--- config.mk ---
export PLATFORM = sky130hd
export DESIGN_NAME = vertex_transform_clip_codes_flat
export DESIGN_NICKNAME = d
export VERILOG_FILES = /design/src/vtcc_pkg.sv /design/src/vtcc_vtx_if.sv /design/src/vtcc_res_if.sv /design/src/vtcc_mul.sv /design/src/vertex_transform_clip_codes.sv /design/src/flat_wrapper.sv
export SDC_FILE = /design/constraint.sdc
export NUM_CORES = 2
export LEC_CHECK = 0
export ABC_AREA = 1
export CAP_MARGIN = 5
export CELL_PAD_IN_SITES_DETAIL_PLACEMENT = 1
export CELL_PAD_IN_SITES_GLOBAL_PLACEMENT = 1
export CORE_AREA = 5 5 283 396
export DETAILED_ROUTE_END_ITERATION = 8
export DIE_AREA = 0 0 288 401
export DONT_BUFFER_PORTS = 1
export HOLD_SLACK_MARGIN = 0.1
export PLACE_DENSITY_LB_ADDON = 0.1
export SYNTH_ARGS = -nofsm -noshare
export SYNTH_HDL_FRONTEND = slang
export SYNTH_SLANG_ARGS = --single-unit
--- constraint.sdc ---
create_clock -name clk -period 7.1 [get_ports clk]
set_input_delay 1.065 -clock clk [delete_from_list [all_inputs] [get_ports clk]]
set_output_delay 1.065 -clock clk [all_outputs]
set_load 0.01 [all_outputs]
--- src/vtcc_pkg.sv ---
package vtcc_pkg;

  localparam int OUT_BITS       = 24;
  localparam int OUT_MAX        = 8388607;
  localparam int OUT_MIN        = -8388608;
  localparam int TRANS_BITS     = 21;
  localparam int ROW_BITS       = 48;
  localparam int TRANS_REG_BITS = 63;
  localparam int FLAG_BITS      = 6;
  localparam int CFG_DATA_BITS  = 63;
  localparam int CFG_INDEX_BITS = 3;

  // Frustum slope 1.1 taken as 1126/1024.
  localparam int SLOPE_NUM   = 1126;
  localparam int SLOPE_SHIFT = 10;

  localparam logic [ROW_BITS-1:0]       MATRIX_X_RESET = 48'd16384;
  localparam logic [ROW_BITS-1:0]       MATRIX_Y_RESET = 48'd1073741824;
  localparam logic [ROW_BITS-1:0]       MATRIX_Z_RESET = 48'd70368744177664;
  localparam logic [TRANS_REG_BITS-1:0] TRANS_RESET    = '0;
  localparam logic [OUT_BITS-1:0]       MIN_Z_RESET    = 24'd16;
  localparam logic [OUT_BITS-1:0]       MAX_Z_RESET    = 24'd8388607;

  localparam int FLAG_NEAR   = 0;
  localparam int FLAG_FAR    = 1;
  localparam int FLAG_LEFT   = 2;
  localparam int FLAG_RIGHT  = 3;
  localparam int FLAG_TOP    = 4;
  localparam int FLAG_BOTTOM = 5;

  typedef enum logic [CFG_INDEX_BITS-1:0] {
    REG_MATRIX_X    = 3'd0,
    REG_MATRIX_Y    = 3'd1,
    REG_MATRIX_Z    = 3'd2,
    REG_TRANSLATION = 3'd3,
    REG_MIN_Z       = 3'd4,
    REG_MAX_Z       = 3'd5
  } cfg_reg_t;

  typedef enum logic [6:0] {
    ST_IDLE  = 7'b0000001,
    ST_MAC   = 7'b0000010,
    ST_FIN   = 7'b0000100,
    ST_SLOPE = 7'b0001000,
    ST_CMPX  = 7'b0010000,
    ST_CMPY  = 7'b0100000,
    ST_OUT   = 7'b1000000
  } state_t;

  typedef struct packed {
    logic en;
  } mul_ctrl_t;

endpackage

--- src/vtcc_vtx_if.sv ---
interface vtcc_vtx_if #(
  parameter int COORD_BITS = 20
);
  logic                         valid;
  logic                         ready;
  logic signed [COORD_BITS-1:0] in_x;
  logic signed [COORD_BITS-1:0] in_y;
  logic signed [COORD_BITS-1:0] in_z;
  logic                         in_last;

  modport source (output valid, output in_x, output in_y, output in_z, output in_last,
                  input ready);
  modport sink   (input valid, input in_x, input in_y, input in_z, input in_last,
                  output ready);
endinterface

--- src/vtcc_res_if.sv ---
interface vtcc_res_if;
  import vtcc_pkg::*;
  logic                       valid;
  logic                       ready;
  logic signed [OUT_BITS-1:0] out_x;
  logic signed [OUT_BITS-1:0] out_y;
  logic signed [OUT_BITS-1:0] out_z;
  logic [FLAG_BITS-1:0]       clip_flags;
  logic                       list_visible;
  logic                       out_last;

  modport source (output valid, output out_x, output out_y, output out_z,
                  output clip_flags, output list_visible, output out_last,
                  input ready);
  modport sink   (input valid, input out_x, input out_y, input out_z,
                  input clip_flags, input list_visible, input out_last,
                  output ready);
endinterface

--- src/vtcc_mul.sv ---
module vtcc_mul #(
  parameter int A_BITS = 16,
  parameter int B_BITS = 24
) (
  input  logic                           clk,
  input  vtcc_pkg::mul_ctrl_t            ctrl,
  input  logic signed [A_BITS-1:0]       a,
  input  logic signed [B_BITS-1:0]       b,
  output logic signed [A_BITS+B_BITS-1:0] p
);
  import vtcc_pkg::*;

  always_ff @(posedge clk) begin
    if (ctrl.en) begin
      p <= (A_BITS+B_BITS)'(a) * (A_BITS+B_BITS)'(b);
    end
  end

endmodule

--- src/vertex_transform_clip_codes.sv ---
// Vertex transform with frustum clip codes.
// Vertices arrive on the vtx channel and each one gives exactly one result
// item on the res channel; both channels move an item when valid and ready
// are high at a rising clock edge. The result holds the rotated and
// translated coordinates, saturated to 24 bits, the six clip flags, and on
// the vertex marked last the visible bit of the whole list.
// Configuration registers are written through cfg_we, cfg_index and
// cfg_data; the user must write them only while no vertex is in flight,
// and the block itself does not enforce it.
// One shared multiplier does all nine matrix products and the slope product.
// A vertex passes through multiply-accumulate, round and saturate of each
// row, the slope product, the X and Y compares and the output register
// load; no new vertex is accepted before the previous one leaves that load.
// The output register holds its item until the receiver takes it; the next
// vertex is accepted meanwhile, but its result waits in the last step.
// A synchronous reset restores the register defaults, empties the output
// register and restarts the list.
module vertex_transform_clip_codes #(
  parameter int COORD_BITS = 20,
  parameter int COEF_BITS  = 16
) (
  input  logic                                  clk,
  input  logic                                  rst,
  vtcc_vtx_if.sink                              vtx,
  vtcc_res_if.source                            res,
  input  logic                                  cfg_we,
  input  logic [vtcc_pkg::CFG_INDEX_BITS-1:0]   cfg_index,
  input  logic [vtcc_pkg::CFG_DATA_BITS-1:0]    cfg_data
);
  import vtcc_pkg::*;

  localparam int COEF_FRAC = COEF_BITS - 2;
  localparam int MA        = (COEF_BITS > 12) ? COEF_BITS : 12;
  localparam int MB        = (COORD_BITS > OUT_BITS) ? COORD_BITS : OUT_BITS;
  localparam int PW        = MA + MB;
  localparam int ACC_W     = PW + 2;
  localparam int CW        = PW + 1;
  localparam int ROW_EXT   = 3 * COEF_BITS;
  localparam logic signed [ACC_W-1:0] HALF =
    {{(ACC_W-1){1'b0}}, 1'b1} << (COEF_FRAC - 1);

  logic [ROW_BITS-1:0]       matrix_row_x;
  logic [ROW_BITS-1:0]       matrix_row_y;
  logic [ROW_BITS-1:0]       matrix_row_z;
  logic [TRANS_REG_BITS-1:0] translation;
  logic signed [OUT_BITS-1:0] min_z;
  logic signed [OUT_BITS-1:0] max_z;

  state_t state;

  logic signed [COORD_BITS-1:0] cx;
  logic signed [COORD_BITS-1:0] cy;
  logic signed [COORD_BITS-1:0] cz;
  logic                         last;

  logic [1:0] irow;
  logic [1:0] icol;
  logic       pvalid;
  logic       pcol2;
  logic [1:0] prow;
  logic [1:0] frow;

  logic signed [ACC_W-1:0]    acc;
  logic signed [ACC_W-1:0]    sums [3];
  logic signed [OUT_BITS-1:0] vals [3];
  logic [FLAG_BITS-1:0]       flags;
  logic [FLAG_BITS-1:0]       flags_and;

  logic                       o_valid;
  logic signed [OUT_BITS-1:0] o_x;
  logic signed [OUT_BITS-1:0] o_y;
  logic signed [OUT_BITS-1:0] o_z;
  logic [FLAG_BITS-1:0]       o_flags;
  logic                       o_visible;
  logic                       o_last;

  mul_ctrl_t               mul_ctrl;
  logic signed [MA-1:0]    mul_a;
  logic signed [MB-1:0]    mul_b;
  logic signed [PW-1:0]    prod;

  logic                    issue;
  logic [ROW_BITS-1:0]     row_sel;
  logic [ROW_EXT-1:0]      row_ext;
  logic [COEF_BITS-1:0]    coef;
  logic signed [COORD_BITS-1:0] coord;
  logic signed [ACC_W-1:0] prodx;

  logic signed [ACC_W-1:0]      shifted;
  logic signed [TRANS_BITS-1:0] trans_sel;
  logic signed [ACC_W:0]        fin_sum;
  logic signed [OUT_BITS-1:0]   fin_sat;

  logic signed [CW-1:0] s_pos;
  logic signed [CW-1:0] s_neg;
  logic signed [CW-1:0] xs;
  logic signed [CW-1:0] ys;
  logic                 near_hit;
  logic                 far_hit;
  logic [FLAG_BITS-1:0] flags_all;
  logic                 take;
  logic                 load_out;

  vtcc_mul #(.A_BITS(MA), .B_BITS(MB)) u_mul (
    .clk  (clk),
    .ctrl (mul_ctrl),
    .a    (mul_a),
    .b    (mul_b),
    .p    (prod)
  );

  assign take     = vtx.valid && vtx.ready;
  assign issue    = (state == ST_MAC) && (irow != 2'd3);
  assign load_out = (state == ST_OUT) && (!o_valid || res.ready);

  always_comb begin
    unique case (irow)
      2'd0:    row_sel = matrix_row_x;
      2'd1:    row_sel = matrix_row_y;
      default: row_sel = matrix_row_z;
    endcase
    row_ext = ROW_EXT'(row_sel);
    unique case (icol)
      2'd0: begin
        coef  = row_ext[0 +: COEF_BITS];
        coord = cx;
      end
      2'd1: begin
        coef  = row_ext[COEF_BITS +: COEF_BITS];
        coord = cy;
      end
      default: begin
        coef  = row_ext[2*COEF_BITS +: COEF_BITS];
        coord = cz;
      end
    endcase

    mul_ctrl.en = issue || (state == ST_SLOPE);
    if (state == ST_SLOPE) begin
      mul_a = MA'(SLOPE_NUM);
      mul_b = MB'(vals[2]);
    end else begin
      mul_a = MA'($signed(coef));
      mul_b = MB'(coord);
    end
    prodx = ACC_W'(prod);
  end

  always_comb begin
    unique case (frow)
      2'd0: begin
        shifted   = sums[0] >>> COEF_FRAC;
        trans_sel = $signed(translation[0 +: TRANS_BITS]);
      end
      2'd1: begin
        shifted   = sums[1] >>> COEF_FRAC;
        trans_sel = $signed(translation[TRANS_BITS +: TRANS_BITS]);
      end
      default: begin
        shifted   = sums[2] >>> COEF_FRAC;
        trans_sel = $signed(translation[2*TRANS_BITS +: TRANS_BITS]);
      end
    endcase
    fin_sum = (ACC_W+1)'(shifted) + (ACC_W+1)'(trans_sel);
    if (fin_sum > (ACC_W+1)'(OUT_MAX)) begin
      fin_sat = OUT_BITS'(OUT_MAX);
    end else if (fin_sum < (ACC_W+1)'(OUT_MIN)) begin
      fin_sat = OUT_BITS'(OUT_MIN);
    end else begin
      fin_sat = fin_sum[OUT_BITS-1:0];
    end
  end

  always_comb begin
    s_pos     = CW'(prod);
    s_neg     = -s_pos;
    xs        = CW'(vals[0]) <<< SLOPE_SHIFT;
    ys        = CW'(vals[1]) <<< SLOPE_SHIFT;
    near_hit  = vals[2] < min_z;
    far_hit   = vals[2] > max_z;
    flags_all = flags_and & flags;
  end

  always_ff @(posedge clk) begin
    if (rst) begin
      matrix_row_x <= MATRIX_X_RESET;
      matrix_row_y <= MATRIX_Y_RESET;
      matrix_row_z <= MATRIX_Z_RESET;
      translation  <= TRANS_RESET;
      min_z        <= MIN_Z_RESET;
      max_z        <= MAX_Z_RESET;
    end else if (cfg_we) begin
      unique case (cfg_index)
        REG_MATRIX_X:    matrix_row_x <= cfg_data[ROW_BITS-1:0];
        REG_MATRIX_Y:    matrix_row_y <= cfg_data[ROW_BITS-1:0];
        REG_MATRIX_Z:    matrix_row_z <= cfg_data[ROW_BITS-1:0];
        REG_TRANSLATION: translation  <= cfg_data[TRANS_REG_BITS-1:0];
        REG_MIN_Z:       min_z        <= cfg_data[OUT_BITS-1:0];
        REG_MAX_Z:       max_z        <= cfg_data[OUT_BITS-1:0];
        default: begin
        end
      endcase
    end
  end

  always_ff @(posedge clk) begin
    if (rst) begin
      state     <= ST_IDLE;
      flags_and <= '1;
      pvalid    <= 1'b0;
      irow      <= 2'd3;
      icol      <= 2'd0;
      frow      <= 2'd0;
    end else begin
      unique case (state)
        ST_IDLE: begin
          if (take) begin
            cx     <= vtx.in_x;
            cy     <= vtx.in_y;
            cz     <= vtx.in_z;
            last   <= vtx.in_last;
            irow   <= 2'd0;
            icol   <= 2'd0;
            pvalid <= 1'b0;
            acc    <= HALF;
            state  <= ST_MAC;
          end
        end
        ST_MAC: begin
          if (issue) begin
            if (icol == 2'd2) begin
              icol <= 2'd0;
              irow <= irow + 2'd1;
            end else begin
              icol <= icol + 2'd1;
            end
          end
          pvalid <= issue;
          pcol2  <= (icol == 2'd2);
          prow   <= irow;
          if (pvalid) begin
            if (pcol2) begin
              sums[prow] <= acc + prodx;
              acc        <= HALF;
              if (prow == 2'd2) begin
                frow  <= 2'd0;
                state <= ST_FIN;
              end
            end else begin
              acc <= acc + prodx;
            end
          end
        end
        ST_FIN: begin
          vals[frow] <= fin_sat;
          if (frow == 2'd2) begin
            state <= ST_SLOPE;
          end else begin
            frow <= frow + 2'd1;
          end
        end
        ST_SLOPE: begin
          state <= ST_CMPX;
        end
        ST_CMPX: begin
          if (near_hit) begin
            flags <= FLAG_BITS'(1 << FLAG_NEAR);
          end else if (far_hit) begin
            flags <= FLAG_BITS'(1 << FLAG_FAR);
          end else if (xs > s_pos) begin
            flags <= FLAG_BITS'(1 << FLAG_RIGHT);
          end else if (xs < s_neg) begin
            flags <= FLAG_BITS'(1 << FLAG_LEFT);
          end else begin
            flags <= '0;
          end
          state <= ST_CMPY;
        end
        ST_CMPY: begin
          if (flags[FLAG_NEAR] == 1'b0 && flags[FLAG_FAR] == 1'b0) begin
            if (ys > s_pos) begin
              flags[FLAG_TOP] <= 1'b1;
            end else if (ys < s_neg) begin
              flags[FLAG_BOTTOM] <= 1'b1;
            end
          end
          state <= ST_OUT;
        end
        ST_OUT: begin
          if (load_out) begin
            flags_and <= last ? '1 : flags_all;
            state     <= ST_IDLE;
          end
        end
        default: begin
          state <= ST_IDLE;
        end
      endcase
    end
  end

  always_ff @(posedge clk) begin
    if (rst) begin
      o_valid <= 1'b0;
    end else if (load_out) begin
      o_valid <= 1'b1;
    end else if (res.ready) begin
      o_valid <= 1'b0;
    end
  end

  always_ff @(posedge clk) begin
    if (load_out) begin
      o_x       <= vals[0];
      o_y       <= vals[1];
      o_z       <= vals[2];
      o_flags   <= flags;
      o_visible <= last && (flags_all == '0);
      o_last    <= last;
    end
  end

  assign vtx.ready        = (state == ST_IDLE);
  assign res.valid        = o_valid;
  assign res.out_x        = o_x;
  assign res.out_y        = o_y;
  assign res.out_z        = o_z;
  assign res.clip_flags   = o_flags;
  assign res.list_visible = o_visible;
  assign res.out_last     = o_last;

  a_busy_after_take: assert property (@(posedge clk) disable iff (rst)
    take |=> !vtx.ready)
    else $error("vertex accepted while the previous one is in work");

  a_pairs_exclusive: assert property (@(posedge clk) disable iff (rst)
    o_valid |-> !(o_flags[FLAG_LEFT] && o_flags[FLAG_RIGHT]) &&
                !(o_flags[FLAG_TOP] && o_flags[FLAG_BOTTOM]))
    else $error("opposite clip flags set together");

  a_depth_alone: assert property (@(posedge clk) disable iff (rst)
    (o_valid && (o_flags[FLAG_NEAR] || o_flags[FLAG_FAR])) |->
      (o_flags[FLAG_LEFT] == 1'b0 && o_flags[FLAG_RIGHT] == 1'b0 &&
       o_flags[FLAG_TOP] == 1'b0 && o_flags[FLAG_BOTTOM] == 1'b0))
    else $error("lateral flag set on a vertex outside the depth range");

  a_visible_on_last: assert property (@(posedge clk) disable iff (rst)
    (o_valid && o_visible) |-> o_last)
    else $error("visible bit on a vertex that does not end the list");

  a_list_restart: assert property (@(posedge clk) disable iff (rst)
    (load_out && last) |=> (flags_and == '1))
    else $error("flag accumulator not restarted after the last vertex");

endmodule
--- src/flat_wrapper.sv ---
// flat-port wrapper written by rule: the top's interface ports become plain ports
module vertex_transform_clip_codes_flat import vtcc_pkg::*;
#(
  parameter int COORD_BITS = 20,
  parameter int COEF_BITS  = 16
)
  (clk, rst, cfg_we, cfg_index, cfg_data, vtx_valid, vtx_in_x, vtx_in_y, vtx_in_z, vtx_in_last, vtx_ready, res_valid, res_out_x, res_out_y, res_out_z, res_clip_flags, res_list_visible, res_out_last, res_ready);
  vtcc_vtx_if #(.COORD_BITS(COORD_BITS)) vtx_i ();
  vtcc_res_if res_i ();
  input  logic clk;
  input  logic rst;
  input  logic cfg_we;
  input  logic [vtcc_pkg::CFG_INDEX_BITS-1:0] cfg_index;
  input  logic [vtcc_pkg::CFG_DATA_BITS-1:0] cfg_data;
  input wire logic [$bits(vtx_i.valid)-1:0] vtx_valid;
  input wire logic [$bits(vtx_i.in_x)-1:0] vtx_in_x;
  input wire logic [$bits(vtx_i.in_y)-1:0] vtx_in_y;
  input wire logic [$bits(vtx_i.in_z)-1:0] vtx_in_z;
  input wire logic [$bits(vtx_i.in_last)-1:0] vtx_in_last;
  output wire logic [$bits(vtx_i.ready)-1:0] vtx_ready;
  output wire logic [$bits(res_i.valid)-1:0] res_valid;
  output wire logic [$bits(res_i.out_x)-1:0] res_out_x;
  output wire logic [$bits(res_i.out_y)-1:0] res_out_y;
  output wire logic [$bits(res_i.out_z)-1:0] res_out_z;
  output wire logic [$bits(res_i.clip_flags)-1:0] res_clip_flags;
  output wire logic [$bits(res_i.list_visible)-1:0] res_list_visible;
  output wire logic [$bits(res_i.out_last)-1:0] res_out_last;
  input wire logic [$bits(res_i.ready)-1:0] res_ready;
  assign vtx_i.valid = vtx_valid;
  assign vtx_i.in_x = vtx_in_x;
  assign vtx_i.in_y = vtx_in_y;
  assign vtx_i.in_z = vtx_in_z;
  assign vtx_i.in_last = vtx_in_last;
  assign vtx_ready = vtx_i.ready;
  assign res_valid = res_i.valid;
  assign res_out_x = res_i.out_x;
  assign res_out_y = res_i.out_y;
  assign res_out_z = res_i.out_z;
  assign res_clip_flags = res_i.clip_flags;
  assign res_list_visible = res_i.list_visible;
  assign res_out_last = res_i.out_last;
  assign res_i.ready = res_ready;
  vertex_transform_clip_codes #(.COORD_BITS(COORD_BITS), .COEF_BITS(COEF_BITS)) u_core (.clk(clk), .rst(rst), .vtx(vtx_i), .res(res_i), .cfg_we(cfg_we), .cfg_index(cfg_index), .cfg_data(cfg_data));
endmodule
# ---- After elaboration in Yosys (flattened, before gate mapping)
# Memory sizes are Yosys's and may differ from the RTL's.
# Index checks and enable logic that the tools add are counted.
dict set report totals {
  word_cells 176
  mem_count 2
  in_bits 132
  ramBits 198
  out_inout_bits 82
  ff_bits 508
}
# memory words word_bits read_ports rd_ports_with_merged_regs wr line_no
set memory_table {}
lappend memory_table {u_core.sums 3 42 3 0 1 vertex_transform_clip_codes.sv:64} ;# logic signed [ACC_W-1:0] sums [3];
lappend memory_table {u_core.vals 3 24 3 0 1 vertex_transform_clip_codes.sv:65} ;# logic signed [OUT_BITS-1:0] vals [3];
dict set report classes {
  n_reduce_logical 37
  addsub 6
  n_mul 1
  mux 54
  eq_ne 32
  bitwise_logic 4
  n_lt_le_gt_ge 8
}
# op n
set ops {}
lappend ops {{$pmux W42 S2} 2}
lappend ops {{$mux W42} 3}
lappend ops {{$pmux W48 S2} 1}
lappend ops {{$lt A34 B41 Y1} 2}
lappend ops {{$gt A34 B40 Y1} 2}
lappend ops {{$mux W24} 3}
lappend ops {{$pmux W7 S7} 1}
lappend ops {{$add A42 B21 Y43} 1}
lappend ops {{$gt A43 B24 Y1 const B} 1}
lappend ops {{$lt A43 B24 Y1 const B} 1}
lappend ops {{$add A42 B40 Y42} 1}
lappend ops {{$mux W7} 6}
lappend ops {{$pmux W21 S2} 1}
lappend ops {{$neg A40 Y41} 1}
lappend ops {{$mul A16 B24 Y40} 1}
lappend ops {{$pmux W20 S2} 1}
lappend ops {{$pmux W16 S2} 1}
lappend ops {{$gt A24 B24 Y1} 1}
lappend ops {{$lt A24 B24 Y1} 1}
lappend ops {{$mux W6} 4}
lappend ops {{$mux W2} 10}
lappend ops {{$reduce_and A2 Y1} 10}
lappend ops {{$mux W16} 1}
lappend ops {{$ne A2 B1 Y1 const B} 8}
lappend ops {{33 further kinds} 78}

# ---- Depth between registers and ports, before layout
dict set report depth {
  word_depth 7
  mapped_depth 37
  mapped_depth_nobuf 33
}

# ---- Modules after synthesis
# Synthesis repeated with hierarchy kept, for this count alone.
dict set report hier_totals {
  cells_unflattened 5927
  area_unflattened_um2 48930.7
}
# mod area_per_inst_um2 seq_area_each_um2 instances cells_each
set modules_own_cells {}
lappend modules_own_cells {vertex_transform_clip_codes 32529.9 15975.3 1 3809}
lappend modules_own_cells {vtcc_mul 16400.7 1201.2 1 2118}

# ---- Worst setup path before layout
# No wires, ideal clock.
dict set report synth_timing {
  kind {register to register}
  start {reg u_core.irow[0]}
  end {reg u_core.u_mul.p[39] (data pin)}
  arrival_ns 6.771
  period_less_slack_ns 7.032
  setup_time_ns 0.260
  stages_incl_launch_ff 33
  slack_ns 0.068
  t_required_ns 6.840
  path_buffers 3
  path_cell_list {dfxtp_1 -> inv_1 -> ha_1 -> nor2_2 -> buf_4 -> buf_4 -> nand2_1 -> nand3_1 -> nand2_1 -> nor3_1 -> inv_1 -> buf_2 -> nor2_2 -> inv_1 -> fa_1 -> inv_1 -> fa_1 -> inv_1 -> fa_1 -> fa_1 -> fa_1 -> fa_1 -> inv_1 -> ha_1 -> nand2_1 -> nor2_1 -> inv_1 -> nor2_1 -> inv_1 -> nor3_1 -> nand4_1 -> nand3_1 -> xor2_1}
}
dict set report synth_via {
  elab_chain_len 5
  elab_cells_between_ends 6
  cone_classes {mul (1); eq/ne (1); mux (3); reduce/logical (1)}
}
# element line_no
set synth_lines {}
lappend synth_lines {{start, declared} vertex_transform_clip_codes.sv:56} ;# logic [1:0] irow;
lappend synth_lines {{start signal, assigned} vertex_transform_clip_codes.sv:233} ;# irow <= irow + 2'd1;
lappend synth_lines {{$eq A2 B1 Y1 / $logic_not A2 Y1 (equally long branches)} vertex_transform_clip_codes.sv:117} ;# unique case (irow)
lappend synth_lines {{$pmux W48 S2 *} vertex_transform_clip_codes.sv:117}
lappend synth_lines {{$pmux W16 S2 *} vertex_transform_clip_codes.sv:123} ;# unique case (icol)
lappend synth_lines {{$mux W16 *} vertex_transform_clip_codes.sv:139} ;# if (state == ST_SLOPE) begin
lappend synth_lines {{$mul A16 B24 Y40 *} vtcc_mul.sv:15} ;# p <= (A_BITS+B_BITS)'(a) * (A_BITS+B_BITS)'(b);
lappend synth_lines {{end signal, assigned} vtcc_mul.sv:15}
lappend synth_lines {{end, declared} vtcc_mul.sv:9} ;# output logic signed [A_BITS+B_BITS-1:0] p
# Mark *: on every way between the ends. The rest lies on a longest branch, timed or not.
# A chain may end at the register's enable or synchronous reset.

# ---- Final worst setup path
dict set report layout_timing {
  start {reg u_core.irow[1]}
  end {reg u_core.u_mul.p[39] (data pin)}
}
# Same word-level chain as after synthesis.

==> impl_metrics.env <==
export IMPL_cts_tree="done"
export IMPL_path_buf_inv=14
export IMPL_clk_path_buf_depth=3
export IMPL_die_w_um=288
export IMPL_cts_buffers_inserted=74
export IMPL_finalSetupViolCount=0
export IMPL_dp_hpwl_um=149000
export IMPL_wl_per_cell_um=24.7
export IMPL_maxCapViolCount=0
export IMPL_route_final_wire_length_um=189000
export IMPL_vias_per_cell=5.47
export IMPL_slowest_stage="fa_1"
export IMPL_final_net_count=6975
export IMPL_syn2layout_area_growth_pct=19.2
export IMPL_outcome="finished, final reports clean"
export IMPL_grt_pass1_wl_um=276000
export IMPL_worst_slew_pin_slew_ns=1.18
export IMPL_syn_avg_cell_area_um2=8.35
export IMPL_cp_arrival_ns=7.38
export IMPL_hold_ws_ns=0.442
export IMPL_place_congestion=0.968
export IMPL_syn_cell_area_mm2=0.0482
export IMPL_hold_start="rst"
export IMPL_required_ns=7.51
export IMPL_setup_slack_ns=0.132
export IMPL_row_count=143
export IMPL_drive_gt1_share_pct=15.5
export IMPL_hold_viol=0
export IMPL_drcViolationCount=0
export IMPL_synth_nets=6626
export IMPL_timing_fmax_mhz=144
export IMPL_yosysWarnings=0
export IMPL_drv_slew=0
export IMPL_io_pins=214
export IMPL_hold_buffers=0
export IMPL_relSlewSlack_pct=21.3
export IMPL_fin_tns_setup_ns=0
export IMPL_core_area_mm2=0.108
export IMPL_rrSetupSlack_ns=0.13
export IMPL_holdCritPathClass="in2reg"
export IMPL_cp_max_fo=8
export IMPL_placed_cells=7437
export IMPL_cp_startpoint="u_core.irow[1]"
export IMPL_worstRegToRegCells=36
export IMPL_fin_cells=7641
export IMPL_syn_inst=5775
export IMPL_most_common_layout_cells="1026 x nand2_1, 885 x inv_1, 860 x nor2_1, 388 x edfxtp_1, 364 x buf_4"
export IMPL_place_ws_ns=-0.441
export IMPL_gr_total_overflow=0
export IMPL_port_buffers=0
export IMPL_dieArea_mm2=0.115
export IMPL_grt_util_all_layers_pct=32.0
export IMPL_rr_startpoint="u_core.irow[1]"
export IMPL_final_common_cell="nand2_1"
export IMPL_clock_root_buffer="clkbuf_16"
export IMPL_crit_type="reg2reg"
export IMPL_synthArstFlopShare_pct=0
export IMPL_grt_pass1_vias=44800
export IMPL_drt_iter0_markers=2495
export IMPL_clock_latency_ns=0.71
export IMPL_hold_end="u_core.state[4]"
export IMPL_postRouteAntennaNets=0
export IMPL_chipHeight_um=401
export IMPL_finalClockSkew_ns=0.0693
export IMPL_crit_path_start_kind="flip-flop"
export IMPL_vias=41800
export IMPL_yosysSeqAreaShare_pct=35.6
export IMPL_htree_levels=3
export IMPL_cp_end_kind="flip-flop"
export IMPL_synthDistinctLibCells=54
export IMPL_ys_flop_type="edfxtp_1"
export IMPL_cpPeakStageDelay_ns=0.56
export IMPL_ys_ff_latch=664
export IMPL_critPathTopFamily="adder cells"
export IMPL_synth_edff_count=388
export IMPL_dr_pass1_iters=5
export IMPL_crit_top_cell="fa_1"
export IMPL_finalCriticalPeriod_ns=6.97
export IMPL_rsz0062_at_grt="yes"
export IMPL_antenna_found_initial=9
export IMPL_reg2reg_to="u_core.u_mul.p[39]"
export IMPL_hold_depth=1
export IMPL_clk_pin_slew_ns=0.07
export IMPL_clock_sinks=664
export IMPL_initial_core_util_pct=44.6
export IMPL_final_period_utilization_pct=98.1
export IMPL_grt_max_degree=115
==> metal layers <==
metal  up-vias  GRT usage [%]  routed length [um]
li1      19100              -                   -
met1     21000           37.5               71800
met2      1208           56.1               93700
met3       445           4.26                9880
met4         0           17.9               13400
met5         -              0                   0
==> Yosys cell counts (all sizes together), types with 3 or more instances <==
library cell	number	share of area, %
nand2	1078	8.4
inv	958	7.5
nor2	946	7.5
o21ai	391	4.2
edfxtp	388	24
fa	376	16
ha	343	8.9
dfxtp	276	11
a21oi	271	2.8
nand3	182	1.9
clkbuf	107	0.84
xor2	87	1.6
buf	60	0.72
nand4	49	0.64
nor3	38	0.43
o211ai	31	0.48
a31oi	26	0.34
xnor2	24	0.44
a221oi	23	0.43
nor4	20	0.29
o21bai	18	0.28
o21a	12	0.19
a21o	11	0.17
o22ai	11	0.14
or2	9	0.12
and2	8	0.10
a211oi	5	0.078
and3	4	0.052
clkinv	4	0.031
nand3b	4	0.062
o221ai	4	0.073
a21boi	3	0.047
==> cells by family after synthesis <==
logic type	synth area share [%]
simple gates	19.5
buf+inv	9.04
compound gates	9.38
fa+ha+maj	24.5
flops	35.6
xor+xnor	2.02
==> how the worst max path moves through the flow <==
stage	to	slack [ns]	cells past startpoint
after floorplan	u_core.u_mul.p[39]	0.07	32
after global placement	u_core.u_mul.p[34]	-0.37	30
after detailed placement	u_core.u_mul.p[34]	-0.44	31
after CTS	u_core.u_mul.p[33]	0.008	33
after global routing	u_core.u_mul.p[35]	-0.10	35
final	u_core.u_mul.p[39]	0.13	36
==> flip-flops by register name, indices dropped and copies added (netlist names), 24 cells and up <==
signal	cells
u_core.matrix_row_z	48
u_core.min_z	24
u_core.matrix_row_x	48
u_core.u_mul.p	40
u_core.sums	84
u_core.acc	42
u_core.vals	72
u_core.max_z	24
u_core.res.out_z	24
u_core.res.out_x	24
u_core.translation	63
u_core.res.out_y	24
u_core.matrix_row_y	48
==> area by class of cell <==
cell class / instances / area, um^2
diodes: 6 / 15.0
clock buffers: 89 / 1970
clock inverters: 48 / 547
fillers: 12900 / 50600
inverters: 962 / 3640
multi-input cells: 3982 / 28300
flip-flops and latches: 664 / 17200
well taps: 1450 / 1810
repair buffers: 440 / 4020
==> worst reg2reg max path, delay by kind of cell (launching register included) <==
family                     cells  cell delay [ns]
adders and majority gates      8             3.40
buffers and inverters         14             1.52
and+or+nand+nor               11             0.97
DFF                            1             0.33
AOI/OAI and AO/OA              2             0.32
xor gates and xnor gates       1             0.15
==> repair_timing <==
action	CTS	global route
resized for setup	126	336
gates cloned	3	1
hold endpoints to repair	0	0
endpoints found under the setup margin	28	28
buffers inserted	13	45
pin swaps	47	221
==> stage by stage <==
step,cell area (um^2),util [%]
after global placement,52700,48.7
after CTS,56000,51.8
after detailed placement,52700,48.7
after global routing,57500,53.2
after floorplan,48200,-
final,57500,53.2
Power is left out: the tool's default activity adds up to more than one toggle a clock period on the data nets, which glitch-free logic cannot reach.
